===== config.mk =====
export PLATFORM = sky130hd
export DESIGN_NAME = double_five_point_smoother_unit
export DESIGN_NICKNAME = d
export VERILOG_FILES = /design/src/rtl/dfps_pkg.sv /design/src/rtl/dfps_div_cell.sv /design/src/rtl/dfps_stage.sv /design/src/rtl/double_five_point_smoother_unit.sv
export SDC_FILE = /design/constraint.sdc
export NUM_CORES = 2
export LEC_CHECK = 0
export ABC_CLOCK_PERIOD_IN_PS = 12350
export BUFFER_PORTS_ARGS = -buffer_cell sky130_fd_sc_hd__clkbuf_2
export CORE_AREA = 3 3 296 298
export CTS_CLUSTER_DIAMETER = 150
export DETAILED_ROUTE_END_ITERATION = 8
export DIE_AREA = 0 0 299 301
export GPL_TIMING_DRIVEN = 0
export PLACE_DENSITY_LB_ADDON = 0.1
export RECOVER_POWER = 50
export SKIP_LAST_GASP = 1
export SLEW_MARGIN = 20
export SYNTH_ARGS = -nofsm -noshare
export SYNTH_HDL_FRONTEND = slang
export SYNTH_SLANG_ARGS = --single-unit
export TNS_END_PERCENT = 10

===== constraint.sdc =====
create_clock -name clk -period 12.35 [get_ports clk]
set_input_delay 1.235 -clock clk [delete_from_list [all_inputs] [get_ports clk]]
set_output_delay 1.235 -clock clk [all_outputs]
set_load 0.02 [all_outputs]

===== src/rtl/dfps_pkg.sv =====
`default_nettype none
// ----------------------------------------------------------------------------
// dfps_pkg
// Shared types and constants of the double five-point smoother: request tags,
// divider cell control and the divide-by-35 digit recurrence constants.
// ----------------------------------------------------------------------------
package dfps_pkg;

    localparam int DIV_DIGITS = 4;
    localparam int REM_W = 6;
    localparam logic [REM_W:0] DIVISOR = 7'd35;
    localparam int WIN_TAPS = 7;
    localparam int CNT_W = 4;
    localparam logic [CNT_W-1:0] CNT_SAT = 4'd8;

    typedef struct packed {
        logic last;
        logic err;
    } dfps_tag_t;

    typedef struct packed {
        dfps_tag_t tag;
        logic      sat;
    } dfps_ctl_t;

endpackage
`default_nettype wire


===== src/rtl/dfps_div_cell.sv =====
`default_nettype none
// ----------------------------------------------------------------------------
// dfps_div_cell
// One cell of the divide-by-35 chain: resolves four quotient bits of the
// request it holds and hands the partial remainder and quotient to the next
// cell.
// ----------------------------------------------------------------------------
module dfps_div_cell #(
    parameter int QB = 16
) (
    input  logic                           clk,
    input  logic                           rst_n,
    input  logic                           up_valid,
    output logic                           up_ready,
    input  logic [dfps_pkg::REM_W-1:0]     up_rem,
    input  logic [QB-1:0]                  up_work,
    input  dfps_pkg::dfps_ctl_t            up_ctl,
    output logic                           dn_valid,
    input  logic                           dn_ready,
    output logic [dfps_pkg::REM_W-1:0]     dn_rem,
    output logic [QB-1:0]                  dn_work,
    output dfps_pkg::dfps_ctl_t            dn_ctl
);

    logic                       valid_reg;
    logic                       valid_next;
    logic [dfps_pkg::REM_W-1:0] rem_reg;
    logic [dfps_pkg::REM_W-1:0] rem_next;
    logic [QB-1:0]              work_reg;
    logic [QB-1:0]              work_next;
    dfps_pkg::dfps_ctl_t        ctl_reg;
    logic [dfps_pkg::REM_W:0]   trial;

    assign up_ready = !valid_reg || dn_ready;
    assign valid_next = up_ready ? up_valid : valid_reg;

    // restoring division, dividend bits enter at the top of work,
    // quotient bits fill in from the bottom
    always_comb
    begin
        rem_next = up_rem;
        work_next = up_work;
        trial = '0;
        for (int i = 0; i < dfps_pkg::DIV_DIGITS; i++)
        begin
            trial = {rem_next, work_next[QB-1]};
            work_next = {work_next[QB-2:0], 1'b0};
            if (trial >= dfps_pkg::DIVISOR)
            begin
                trial = trial - dfps_pkg::DIVISOR;
                work_next[0] = 1'b1;
            end
            rem_next = trial[dfps_pkg::REM_W-1:0];
        end
    end

    always_ff @(posedge clk or negedge rst_n)
    begin
        if (!rst_n)
        begin
            valid_reg <= 1'b0;
        end
        else
        begin
            valid_reg <= valid_next;
        end
    end

    always_ff @(posedge clk)
    begin
        if (up_ready && up_valid)
        begin
            rem_reg <= rem_next;
            work_reg <= work_next;
            ctl_reg <= up_ctl;
        end
    end

    assign dn_valid = valid_reg;
    assign dn_rem = rem_reg;
    assign dn_work = work_reg;
    assign dn_ctl = ctl_reg;

endmodule
`default_nettype wire


===== src/rtl/dfps_stage.sv =====
`default_nettype none
// ----------------------------------------------------------------------------
// dfps_stage
// One five-point quadratic smoothing stage: a seven-tap window, the head,
// centre and tail point selection, the weighted numerator and a chain of
// divider cells with clamping.
// ----------------------------------------------------------------------------
module dfps_stage #(
    parameter int SAMPLE_BITS = 16
) (
    input  logic                   clk,
    input  logic                   rst_n,
    input  logic                   trim,
    input  logic                   up_valid,
    output logic                   up_ready,
    input  logic [SAMPLE_BITS-1:0] up_value,
    input  dfps_pkg::dfps_tag_t    up_tag,
    output logic                   dn_valid,
    input  logic                   dn_ready,
    output logic [SAMPLE_BITS-1:0] dn_value,
    output dfps_pkg::dfps_tag_t    dn_tag
);

    localparam int W = SAMPLE_BITS;
    localparam int NUM_W = W + 8;
    localparam int MAG_W = W + 7;
    localparam int NCELL = (W + dfps_pkg::DIV_DIGITS - 1) / dfps_pkg::DIV_DIGITS;
    localparam int QB = NCELL * dfps_pkg::DIV_DIGITS;
    localparam int EXT_W = QB + dfps_pkg::REM_W;
    localparam logic [MAG_W-1:0] LIMIT = MAG_W'(dfps_pkg::DIVISOR) << W;

    localparam logic [2:0] MODE_HEAD0 = 3'd0;
    localparam logic [2:0] MODE_HEAD1 = 3'd1;
    localparam logic [2:0] MODE_CENTRE = 3'd2;
    localparam logic [2:0] MODE_TAIL1 = 3'd3;
    localparam logic [2:0] MODE_TAIL0 = 3'd4;
    localparam logic [2:0] MODE_ERR = 3'd5;

    localparam logic [1:0] OFF_ZERO = 2'd0;
    localparam logic [1:0] OFF_ONE = 2'd1;
    localparam logic [1:0] OFF_TWO = 2'd2;

    localparam logic [dfps_pkg::CNT_W-1:0] CNT_FOUR = 4'd4;
    localparam logic [dfps_pkg::CNT_W-1:0] CNT_FIVE = 4'd5;
    localparam logic [dfps_pkg::CNT_W-1:0] CNT_SIX = 4'd6;
    localparam logic [dfps_pkg::CNT_W-1:0] CNT_SEVEN = 4'd7;

    logic [W-1:0]                 tap_reg [dfps_pkg::WIN_TAPS];
    logic [W-1:0]                 shift_win [dfps_pkg::WIN_TAPS];
    logic [W-1:0]                 win [dfps_pkg::WIN_TAPS];
    logic [W-1:0]                 sel [5];
    logic [W-1:0]                 a [5];
    logic signed [NUM_W-1:0]      e [5];

    logic [dfps_pkg::CNT_W-1:0]   cnt_reg;
    logic [dfps_pkg::CNT_W-1:0]   cnt_next;
    logic                         flush_reg;
    logic                         flush_next;
    logic [1:0]                   step_reg;
    logic [1:0]                   step_next;
    logic [1:0]                   final_step;

    logic                         accept;
    logic                         issue;
    logic [2:0]                   mode;
    logic [1:0]                   off;
    logic                         rev;
    dfps_pkg::dfps_tag_t          tag_iss;
    logic signed [NUM_W-1:0]      num;

    logic                         num_v_reg;
    logic                         num_v_next;
    logic                         num_ready;
    logic signed [NUM_W-1:0]      num_reg;
    logic                         half_reg;
    dfps_pkg::dfps_tag_t          num_tag_reg;

    logic                         neg;
    logic [MAG_W-1:0]             mag;
    logic                         sat;
    logic                         zero;
    logic [EXT_W-1:0]             ext;

    logic                         chain_valid [NCELL+1];
    logic                         chain_ready [NCELL+1];
    logic [dfps_pkg::REM_W-1:0]   chain_rem [NCELL+1];
    logic [QB-1:0]                chain_work [NCELL+1];
    dfps_pkg::dfps_ctl_t          chain_ctl [NCELL+1];

    assign up_ready = !flush_reg && num_ready;
    assign accept = up_valid && up_ready;

    always_comb
    begin
        shift_win[0] = up_value;
        for (int i = 1; i < dfps_pkg::WIN_TAPS; i++)
        begin
            shift_win[i] = tap_reg[i-1];
        end
        for (int i = 0; i < dfps_pkg::WIN_TAPS; i++)
        begin
            win[i] = flush_reg ? tap_reg[i] : shift_win[i];
        end
    end

    // short frames of six or seven points end early on the second stage
    always_comb
    begin
        final_step = 2'd3;
        if (trim && cnt_reg == CNT_SIX)
        begin
            final_step = 2'd2;
        end
        else if (trim && cnt_reg == CNT_SEVEN)
        begin
            final_step = 2'd1;
        end
    end

    always_comb
    begin
        issue = 1'b0;
        mode = MODE_CENTRE;
        off = OFF_TWO;
        tag_iss = '0;
        cnt_next = cnt_reg;
        flush_next = flush_reg;
        step_next = step_reg;
        if (flush_reg)
        begin
            if (num_ready)
            begin
                issue = 1'b1;
                off = OFF_ZERO;
                case (step_reg)
                    2'd0:
                    begin
                        if (cnt_reg == CNT_FIVE)
                        begin
                            mode = MODE_HEAD1;
                        end
                        else
                        begin
                            mode = MODE_CENTRE;
                            off = OFF_ONE;
                        end
                    end
                    2'd1:
                    begin
                        mode = MODE_CENTRE;
                    end
                    2'd2:
                    begin
                        mode = MODE_TAIL1;
                    end
                    default:
                    begin
                        mode = MODE_TAIL0;
                    end
                endcase
                if (step_reg == final_step)
                begin
                    tag_iss.last = 1'b1;
                    flush_next = 1'b0;
                    cnt_next = '0;
                    step_next = 2'd0;
                end
                else
                begin
                    step_next = step_reg + 2'd1;
                end
            end
        end
        else if (accept)
        begin
            if (up_tag.err)
            begin
                issue = 1'b1;
                mode = MODE_ERR;
                tag_iss.last = 1'b1;
                tag_iss.err = 1'b1;
                cnt_next = '0;
            end
            else if (cnt_reg < CNT_FOUR)
            begin
                if (up_tag.last)
                begin
                    issue = 1'b1;
                    mode = MODE_ERR;
                    tag_iss.last = 1'b1;
                    tag_iss.err = 1'b1;
                    cnt_next = '0;
                end
                else
                begin
                    cnt_next = cnt_reg + 4'd1;
                end
            end
            else
            begin
                issue = 1'b1;
                case (cnt_reg)
                    CNT_FOUR:
                    begin
                        mode = MODE_HEAD0;
                        off = OFF_ZERO;
                    end
                    CNT_FIVE:
                    begin
                        mode = MODE_HEAD1;
                        off = OFF_ONE;
                    end
                    default:
                    begin
                        mode = MODE_CENTRE;
                        off = OFF_TWO;
                    end
                endcase
                if (cnt_reg != dfps_pkg::CNT_SAT)
                begin
                    cnt_next = cnt_reg + 4'd1;
                end
                if (up_tag.last)
                begin
                    flush_next = 1'b1;
                    step_next = 2'd0;
                end
            end
        end
    end

    // five-point window, oldest first; tails use the mirrored head formulas
    always_comb
    begin
        case (off)
            OFF_ONE:
            begin
                sel[0] = win[5];
                sel[1] = win[4];
                sel[2] = win[3];
                sel[3] = win[2];
                sel[4] = win[1];
            end
            OFF_TWO:
            begin
                sel[0] = win[6];
                sel[1] = win[5];
                sel[2] = win[4];
                sel[3] = win[3];
                sel[4] = win[2];
            end
            default:
            begin
                sel[0] = win[4];
                sel[1] = win[3];
                sel[2] = win[2];
                sel[3] = win[1];
                sel[4] = win[0];
            end
        endcase
        rev = (mode == MODE_TAIL1) || (mode == MODE_TAIL0);
        for (int i = 0; i < 5; i++)
        begin
            a[i] = rev ? sel[4-i] : sel[i];
            e[i] = $signed({8'b0, a[i]});
        end
    end

    always_comb
    begin
        case (mode)
            MODE_HEAD0, MODE_TAIL0:
            begin
                num = (e[0] <<< 6) + (e[0] <<< 2) + e[0] + ((e[1] + e[3]) <<< 2)
                    - ((e[2] <<< 2) + (e[2] <<< 1)) - e[4];
            end
            MODE_HEAD1, MODE_TAIL1:
            begin
                num = ((e[0] + e[4]) <<< 1) + (e[1] <<< 4) + (e[1] <<< 3)
                    + (e[1] <<< 1) + e[1] + (e[2] <<< 3) + (e[2] <<< 2) - (e[3] <<< 3);
            end
            MODE_CENTRE:
            begin
                num = ((e[1] + e[3]) <<< 3) + ((e[1] + e[3]) <<< 2) + (e[2] <<< 4) + e[2]
                    - ((e[0] + e[4]) <<< 1) - (e[0] + e[4]);
            end
            default:
            begin
                num = '0;
            end
        endcase
    end

    assign num_ready = !num_v_reg || chain_ready[0];
    assign num_v_next = num_ready ? issue : num_v_reg;

    always_ff @(posedge clk or negedge rst_n)
    begin
        if (!rst_n)
        begin
            cnt_reg <= '0;
            flush_reg <= 1'b0;
            step_reg <= 2'd0;
            num_v_reg <= 1'b0;
        end
        else
        begin
            cnt_reg <= cnt_next;
            flush_reg <= flush_next;
            step_reg <= step_next;
            num_v_reg <= num_v_next;
        end
    end

    always_ff @(posedge clk)
    begin
        if (accept)
        begin
            for (int i = 0; i < dfps_pkg::WIN_TAPS; i++)
            begin
                tap_reg[i] <= shift_win[i];
            end
        end
        if (num_ready && issue)
        begin
            num_reg <= num;
            half_reg <= (mode == MODE_HEAD0) || (mode == MODE_TAIL0);
            num_tag_reg <= tag_iss;
        end
    end

    // negative quotients clamp to zero, large ones saturate before division
    always_comb
    begin
        neg = num_reg[NUM_W-1];
        mag = half_reg ? {1'b0, num_reg[NUM_W-2:1]} : num_reg[NUM_W-2:0];
        sat = !neg && !num_tag_reg.err && (mag >= LIMIT);
        zero = neg || num_tag_reg.err || sat;
        ext = EXT_W'(mag);
    end

    assign chain_valid[0] = num_v_reg;
    assign chain_rem[0] = zero ? '0 : ext[EXT_W-1:QB];
    assign chain_work[0] = zero ? '0 : ext[QB-1:0];
    assign chain_ctl[0].tag = num_tag_reg;
    assign chain_ctl[0].sat = sat;
    assign chain_ready[NCELL] = dn_ready;

    for (genvar g = 0; g < NCELL; g++)
    begin : g_cell
        dfps_div_cell #(
            .QB(QB)
        ) u_cell (
            .clk      (clk),
            .rst_n    (rst_n),
            .up_valid (chain_valid[g]),
            .up_ready (chain_ready[g]),
            .up_rem   (chain_rem[g]),
            .up_work  (chain_work[g]),
            .up_ctl   (chain_ctl[g]),
            .dn_valid (chain_valid[g+1]),
            .dn_ready (chain_ready[g+1]),
            .dn_rem   (chain_rem[g+1]),
            .dn_work  (chain_work[g+1]),
            .dn_ctl   (chain_ctl[g+1])
        );
    end

    assign dn_valid = chain_valid[NCELL];
    assign dn_value = chain_ctl[NCELL].sat ? {W{1'b1}} : chain_work[NCELL][W-1:0];
    assign dn_tag = chain_ctl[NCELL].tag;

endmodule
`default_nettype wire


===== src/rtl/double_five_point_smoother_unit.sv =====
`default_nettype none
// ----------------------------------------------------------------------------
// double_five_point_smoother_unit
// Two cascaded five-point quadratic smoothing stages over a spectrum frame.
// ----------------------------------------------------------------------------
// Within a frame the unit takes one sample per cycle while the output is not
// stalled. At the end of a frame each stage emits the points it held back
// (the last interior points and the two tail points), during which it takes
// no new request. Each stage holds back four points, then adds a numerator
// register and ceil(SAMPLE_BITS/4) divide-by-35 cells, four quotient bits per
// cell. A frame of fewer than five samples gives a single request with
// short_frame and last_out set and smoothed zero; frames of six or seven
// samples give only their first five smoothed points, the fifth carrying
// last_out.
// ----------------------------------------------------------------------------
module double_five_point_smoother_unit #(
    parameter int SAMPLE_BITS = 16
) (
    input  logic                   clk,
    input  logic                   rst_n,
    input  logic                   sample_valid,
    output logic                   sample_stall,
    input  logic [SAMPLE_BITS-1:0] sample,
    input  logic                   frame_end,
    output logic                   smoothed_valid,
    input  logic                   smoothed_stall,
    output logic [SAMPLE_BITS-1:0] smoothed,
    output logic                   last_out,
    output logic                   short_frame
);

    logic                   s1_ready;
    dfps_pkg::dfps_tag_t    s1_tag;
    logic                   mid_valid;
    logic                   mid_ready;
    logic [SAMPLE_BITS-1:0] mid_value;
    dfps_pkg::dfps_tag_t    mid_tag;
    dfps_pkg::dfps_tag_t    out_tag;

    assign s1_tag.last = frame_end;
    assign s1_tag.err = 1'b0;
    assign sample_stall = !s1_ready;

    dfps_stage #(
        .SAMPLE_BITS(SAMPLE_BITS)
    ) u_first (
        .clk      (clk),
        .rst_n    (rst_n),
        .trim     (1'b0),
        .up_valid (sample_valid),
        .up_ready (s1_ready),
        .up_value (sample),
        .up_tag   (s1_tag),
        .dn_valid (mid_valid),
        .dn_ready (mid_ready),
        .dn_value (mid_value),
        .dn_tag   (mid_tag)
    );

    dfps_stage #(
        .SAMPLE_BITS(SAMPLE_BITS)
    ) u_second (
        .clk      (clk),
        .rst_n    (rst_n),
        .trim     (1'b1),
        .up_valid (mid_valid),
        .up_ready (mid_ready),
        .up_value (mid_value),
        .up_tag   (mid_tag),
        .dn_valid (smoothed_valid),
        .dn_ready (!smoothed_stall),
        .dn_value (smoothed),
        .dn_tag   (out_tag)
    );

    assign last_out = out_tag.last;
    assign short_frame = out_tag.err;

endmodule
`default_nettype wire

==> run_summary.xml <==
<?xml version="1.0" encoding="UTF-8"?>
<metrics>
  <group name="outcome">
    <metric name="status" unit="">finished, violations left</metric>
    <metric name="failed_checks" unit="">capacitance limit, slew limit</metric>
  </group>
  <group name="final_layout">
    <metric name="nets" unit="">5816</metric>
    <metric name="flow.area_growth_from_synthesis" unit="%">7.58</metric>
    <metric name="post_layout_utilization_of_the_core" unit="%">64.5</metric>
    <metric name="finished_layout_cell_area" unit="mm²">0.0549</metric>
    <metric name="num-fill-cells" unit="">6947</metric>
    <metric name="drive_gt1_share" unit="%">12.2</metric>
  </group>
  <group name="clock_network">
    <metric name="tritoncts" unit="">done</metric>
    <metric name="clockBufferDepth" unit="">3</metric>
    <metric name="htree_num_levels" unit="">2</metric>
    <metric name="cts_hold_buffers" unit="">0</metric>
    <metric name="cts-buffers-inserted" unit="">55</metric>
    <metric name="cts.sinks" unit="">490</metric>
    <metric name="cts.clk_slew.worst_paths" unit="ns">0.06</metric>
    <metric name="cts_root_buffer" unit="">clkbuf_16</metric>
    <metric name="clkLatencyLatePin" unit="ns">0.64</metric>
  </group>
  <group name="floorplan">
    <metric name="top_level_ports" unit="">41</metric>
    <metric name="num_rows" unit="">107</metric>
    <metric name="design.die.area" unit="mm²">0.0900</metric>
    <metric name="die_h" unit="µm">301</metric>
    <metric name="chipWidth" unit="µm">299</metric>
    <metric name="coreArea" unit="mm²">0.0851</metric>
    <metric name="initial_utilization" unit="%">59.9</metric>
  </group>
  <group name="detailed_routing">
    <metric name="drcViolationCount" unit="">0</metric>
    <metric name="drt_wl_total" unit="µm">135000</metric>
    <metric name="routed_wire_length_per_instance" unit="µm">21.6</metric>
    <metric name="drt_pass1_iterations" unit="">6</metric>
    <metric name="vias_per_cell" unit="">6.21</metric>
    <metric name="drt_iter0_markers" unit="">3506</metric>
    <metric name="drtAntennaViolNets" unit="">0</metric>
    <metric name="vias" unit="">38615</metric>
  </group>
  <group name="timing">
    <metric name="setup_viol_count_final" unit="">0</metric>
    <metric name="fmax" unit="MHz">83.5</metric>
    <metric name="worstMarginPinSlew" unit="ns">1.76</metric>
    <metric name="final_min_period_over_clock_period" unit="%">96.9</metric>
    <metric name="finalCriticalPeriod" unit="ns">11.97</metric>
    <metric name="maxSlewHeadroom" unit="%">-17.2</metric>
    <metric name="timing.final.hold_violations" unit="">0</metric>
    <metric name="skew" unit="ns">0.0443</metric>
    <metric name="rsz0062_at_grt" unit="">true</metric>
    <metric name="final_max_slew_viol_count" unit="">25</metric>
  </group>
  <group name="grt">
    <metric name="grt.overflow.total" unit="">0</metric>
    <metric name="number_of_global_route_vias_before_repair" unit="">38642</metric>
    <metric name="pin_count_of_the_biggest_net_entering_global_routing" unit="">62</metric>
    <metric name="grt_pass1_wl" unit="µm">213000</metric>
    <metric name="groute.usage.overall" unit="%">29.9</metric>
    <metric name="grt_antenna_before_repair" unit="">3</metric>
  </group>
  <group name="yosys">
    <metric name="synthDominantAreaCellType" unit="">edfxtp_1</metric>
    <metric name="yosys.area.top_type_share" unit="%">27.4</metric>
    <metric name="syn-cell-area" unit="mm²">0.0510</metric>
    <metric name="synth_most_common_cell" unit="">inv_1</metric>
    <metric name="async_set_or_reset_register_ratio_after_synthesis" unit="%">4.90</metric>
    <metric name="netlist_top_cells_count" unit="">606 x inv_1, 466 x edfxtp_1, 401 x fa_1, 367 x ha_1, 306 x a21oi_1</metric>
    <metric name="yosys_register_bits" unit="">490</metric>
    <metric name="synth_flop_cell" unit="">edfxtp_1</metric>
    <metric name="synth_cell_type_count" unit="">122</metric>
    <metric name="ys_seq_area_share" unit="%">28.6</metric>
    <metric name="synth.area.top_cells" unit="">edfxtp_1 27%, fa_1 16%, ha_1 9.0%</metric>
    <metric name="syn-num-nets" unit="">5717</metric>
    <metric name="synth_instances" unit="">4928</metric>
    <metric name="synth_enable_flop_cells" unit="">466</metric>
    <metric name="syn-mean-instance-area" unit="µm²">10.4</metric>
    <metric name="yosysWarningCount" unit="">0</metric>
  </group>
  <group name="flow_run">
    <metric name="max-cap-violations" unit="">1</metric>
  </group>
  <group name="setup_path">
    <metric name="crit_path_frequent_cell" unit="">a21oi_1</metric>
    <metric name="path_max_fanout" unit="">10</metric>
    <metric name="timing.critical_path.slowest_stage_cell" unit="">a2111oi_1</metric>
    <metric name="critical_path.endpoint_type" unit="">register</metric>
    <metric name="critical_path.max_stage_delay" unit="ns">0.57</metric>
    <metric name="timing.setup.critical_path_class" unit="">reg -&gt; reg</metric>
    <metric name="setup.worst_path.start_class" unit="">register</metric>
    <metric name="cp_top_family" unit="">compound AO/OA/AOI/OAI gates</metric>
    <metric name="worst-endpoint-arrival" unit="ns">12.43</metric>
    <metric name="cp.required" unit="ns">12.80</metric>
    <metric name="critPathBufInv" unit="">8</metric>
  </group>
  <group name="placed_design">
    <metric name="place_hpwl" unit="µm">108000</metric>
    <metric name="placement.io_buffers" unit="">39</metric>
    <metric name="gp_routability_congestion" unit="">0.937</metric>
    <metric name="dpl-instance-area" unit="mm²">0.0528</metric>
  </group>
  <group name="worst_hold_path">
    <metric name="worst_hold_path_class" unit="">reg -&gt; reg</metric>
  </group>
</metrics>
-- layer usage --
layer / global-route usage [%] / share of wire [%] / vias to the layer above
met5: 0 / 0.0097 / -
met4: 8.11 / 2.7 / 2
met3: 3.72 / 6.2 / 223
met2: 51.2 / 48 / 1339
met1: 40.3 / 43 / 19076
li1: - / - / 17975
-- cell usage in the layout (no fill, tap or decap), types with 17 or more instances in the layout --
cell,instances
or2_2,55
and3_1,17
ha_1,366
mux2i_1,140
xnor2_1,181
clkbuf_1,99
nand3_1,81
clkbuf_2,44
clkbuf_16,55
a211oi_1,22
dfrtp_1,24
and2_1,26
nor2_1,262
edfxtp_1,466
o31ai_1,20
mux4_2,50
inv_1,605
o211ai_1,19
mux2_2,236
a22oi_1,82
nor2b_1,43
or3_1,30
o21ai_0,218
o21a_1,51
a21oi_1,303
xor2_1,76
buf_1,30
nor3_1,60
o21bai_1,61
nand2_1,241
a221oi_1,47
fa_1,401
a21o_1,83
buf_2,17
nand2b_1,52
a31oi_1,25
o22ai_1,23
a22o_1,70
-- worst reg2reg max path, delay by kind of cell (launching register included) --
family / cells / cell delay [ns]
XOR/XNOR: 1 / 0.33
flip-flops: 1 / 0.42
buffers and inverters: 8 / 2.56
AND/OR/NAND/NOR: 5 / 0.60
multiplexers: 2 / 0.72
AO/OA/AOI/OAI: 19 / 4.63
adder cells (fa/ha/maj): 6 / 2.54
-- per-stage QoR --
stage / std cells / hold slack, ns / TNS (ns) / setup slack [ns]
2_1_floorplan: 4928 / 0.400 / 0 / 1.03
3_3_place_gp: 6111 / 0.402 / -38.92 / -2.68
3_5_place_dp: 6120 / 0.405 / -42.07 / -2.75
4_1_cts: 6219 / 0.416 / -0.0376 / -0.0376
5_1_grt: 6219 / 0.423 / -0.00558 / -0.00558
6_report: 6220 / 0.415 / 0 / 0.379
-- cell families after synthesis --
| group | count (synthesis) | synth area share (%) |
|---|---|---|
| adders and majority gates | 768 | 24.7 |
| and+or+nand+nor | 970 | 9.36 |
| xor gates and xnor gates | 263 | 4.51 |
| muxes | 434 | 10.4 |
| buffers and inverters | 768 | 5.73 |
| AOI/OAI and AO/OA | 1235 | 16.7 |
| DFF | 490 | 28.6 |
-- worst paths after layout --
kind	startpoint	depth (start not counted)	slack, ns	to
max	u_second.flush_reg	41	0.38	u_second.num_reg[23]
min	u_second.g_cell[1].u_cell.dn_work[4]	0	0.42	u_second.g_cell[2].u_cell.dn_work[8]
max reg2reg	u_second.flush_reg	41	0.38	u_second.num_reg[23]
min reg2reg	u_second.g_cell[1].u_cell.dn_work[4]	0	0.42	u_second.g_cell[2].u_cell.dn_work[8]
max in group asynchronous	rst_n	1	10.26	u_second.cnt_reg[0]
min in group asynchronous	rst_n	1	1.07	u_second.g_cell[1].u_cell.dn_valid
-- repair_timing --
action                     CTS  global route
pin swaps                    0             2
buffers inserted             0             3
resized for setup           44            50
cloned                       0             0
setup endpoints to repair   28            16
-- area by class of cell --
cell class	count	area, µm²	area share, %
flip-flops and latches	490	14600	26.6
well taps	1144	1430	2.61
repair buffers	51	343	0.625
inverters	607	2280	4.16
clock inverters	34	374	0.682
diodes	2	5.00	0.00912
plain buffers	152	673	1.23
clock buffers	70	1490	2.72
multi-input cells	3670	33700	61.4
Power is left out: the tool's default activity adds up to more than one toggle a clock period on the data nets, which glitch-free logic cannot reach.
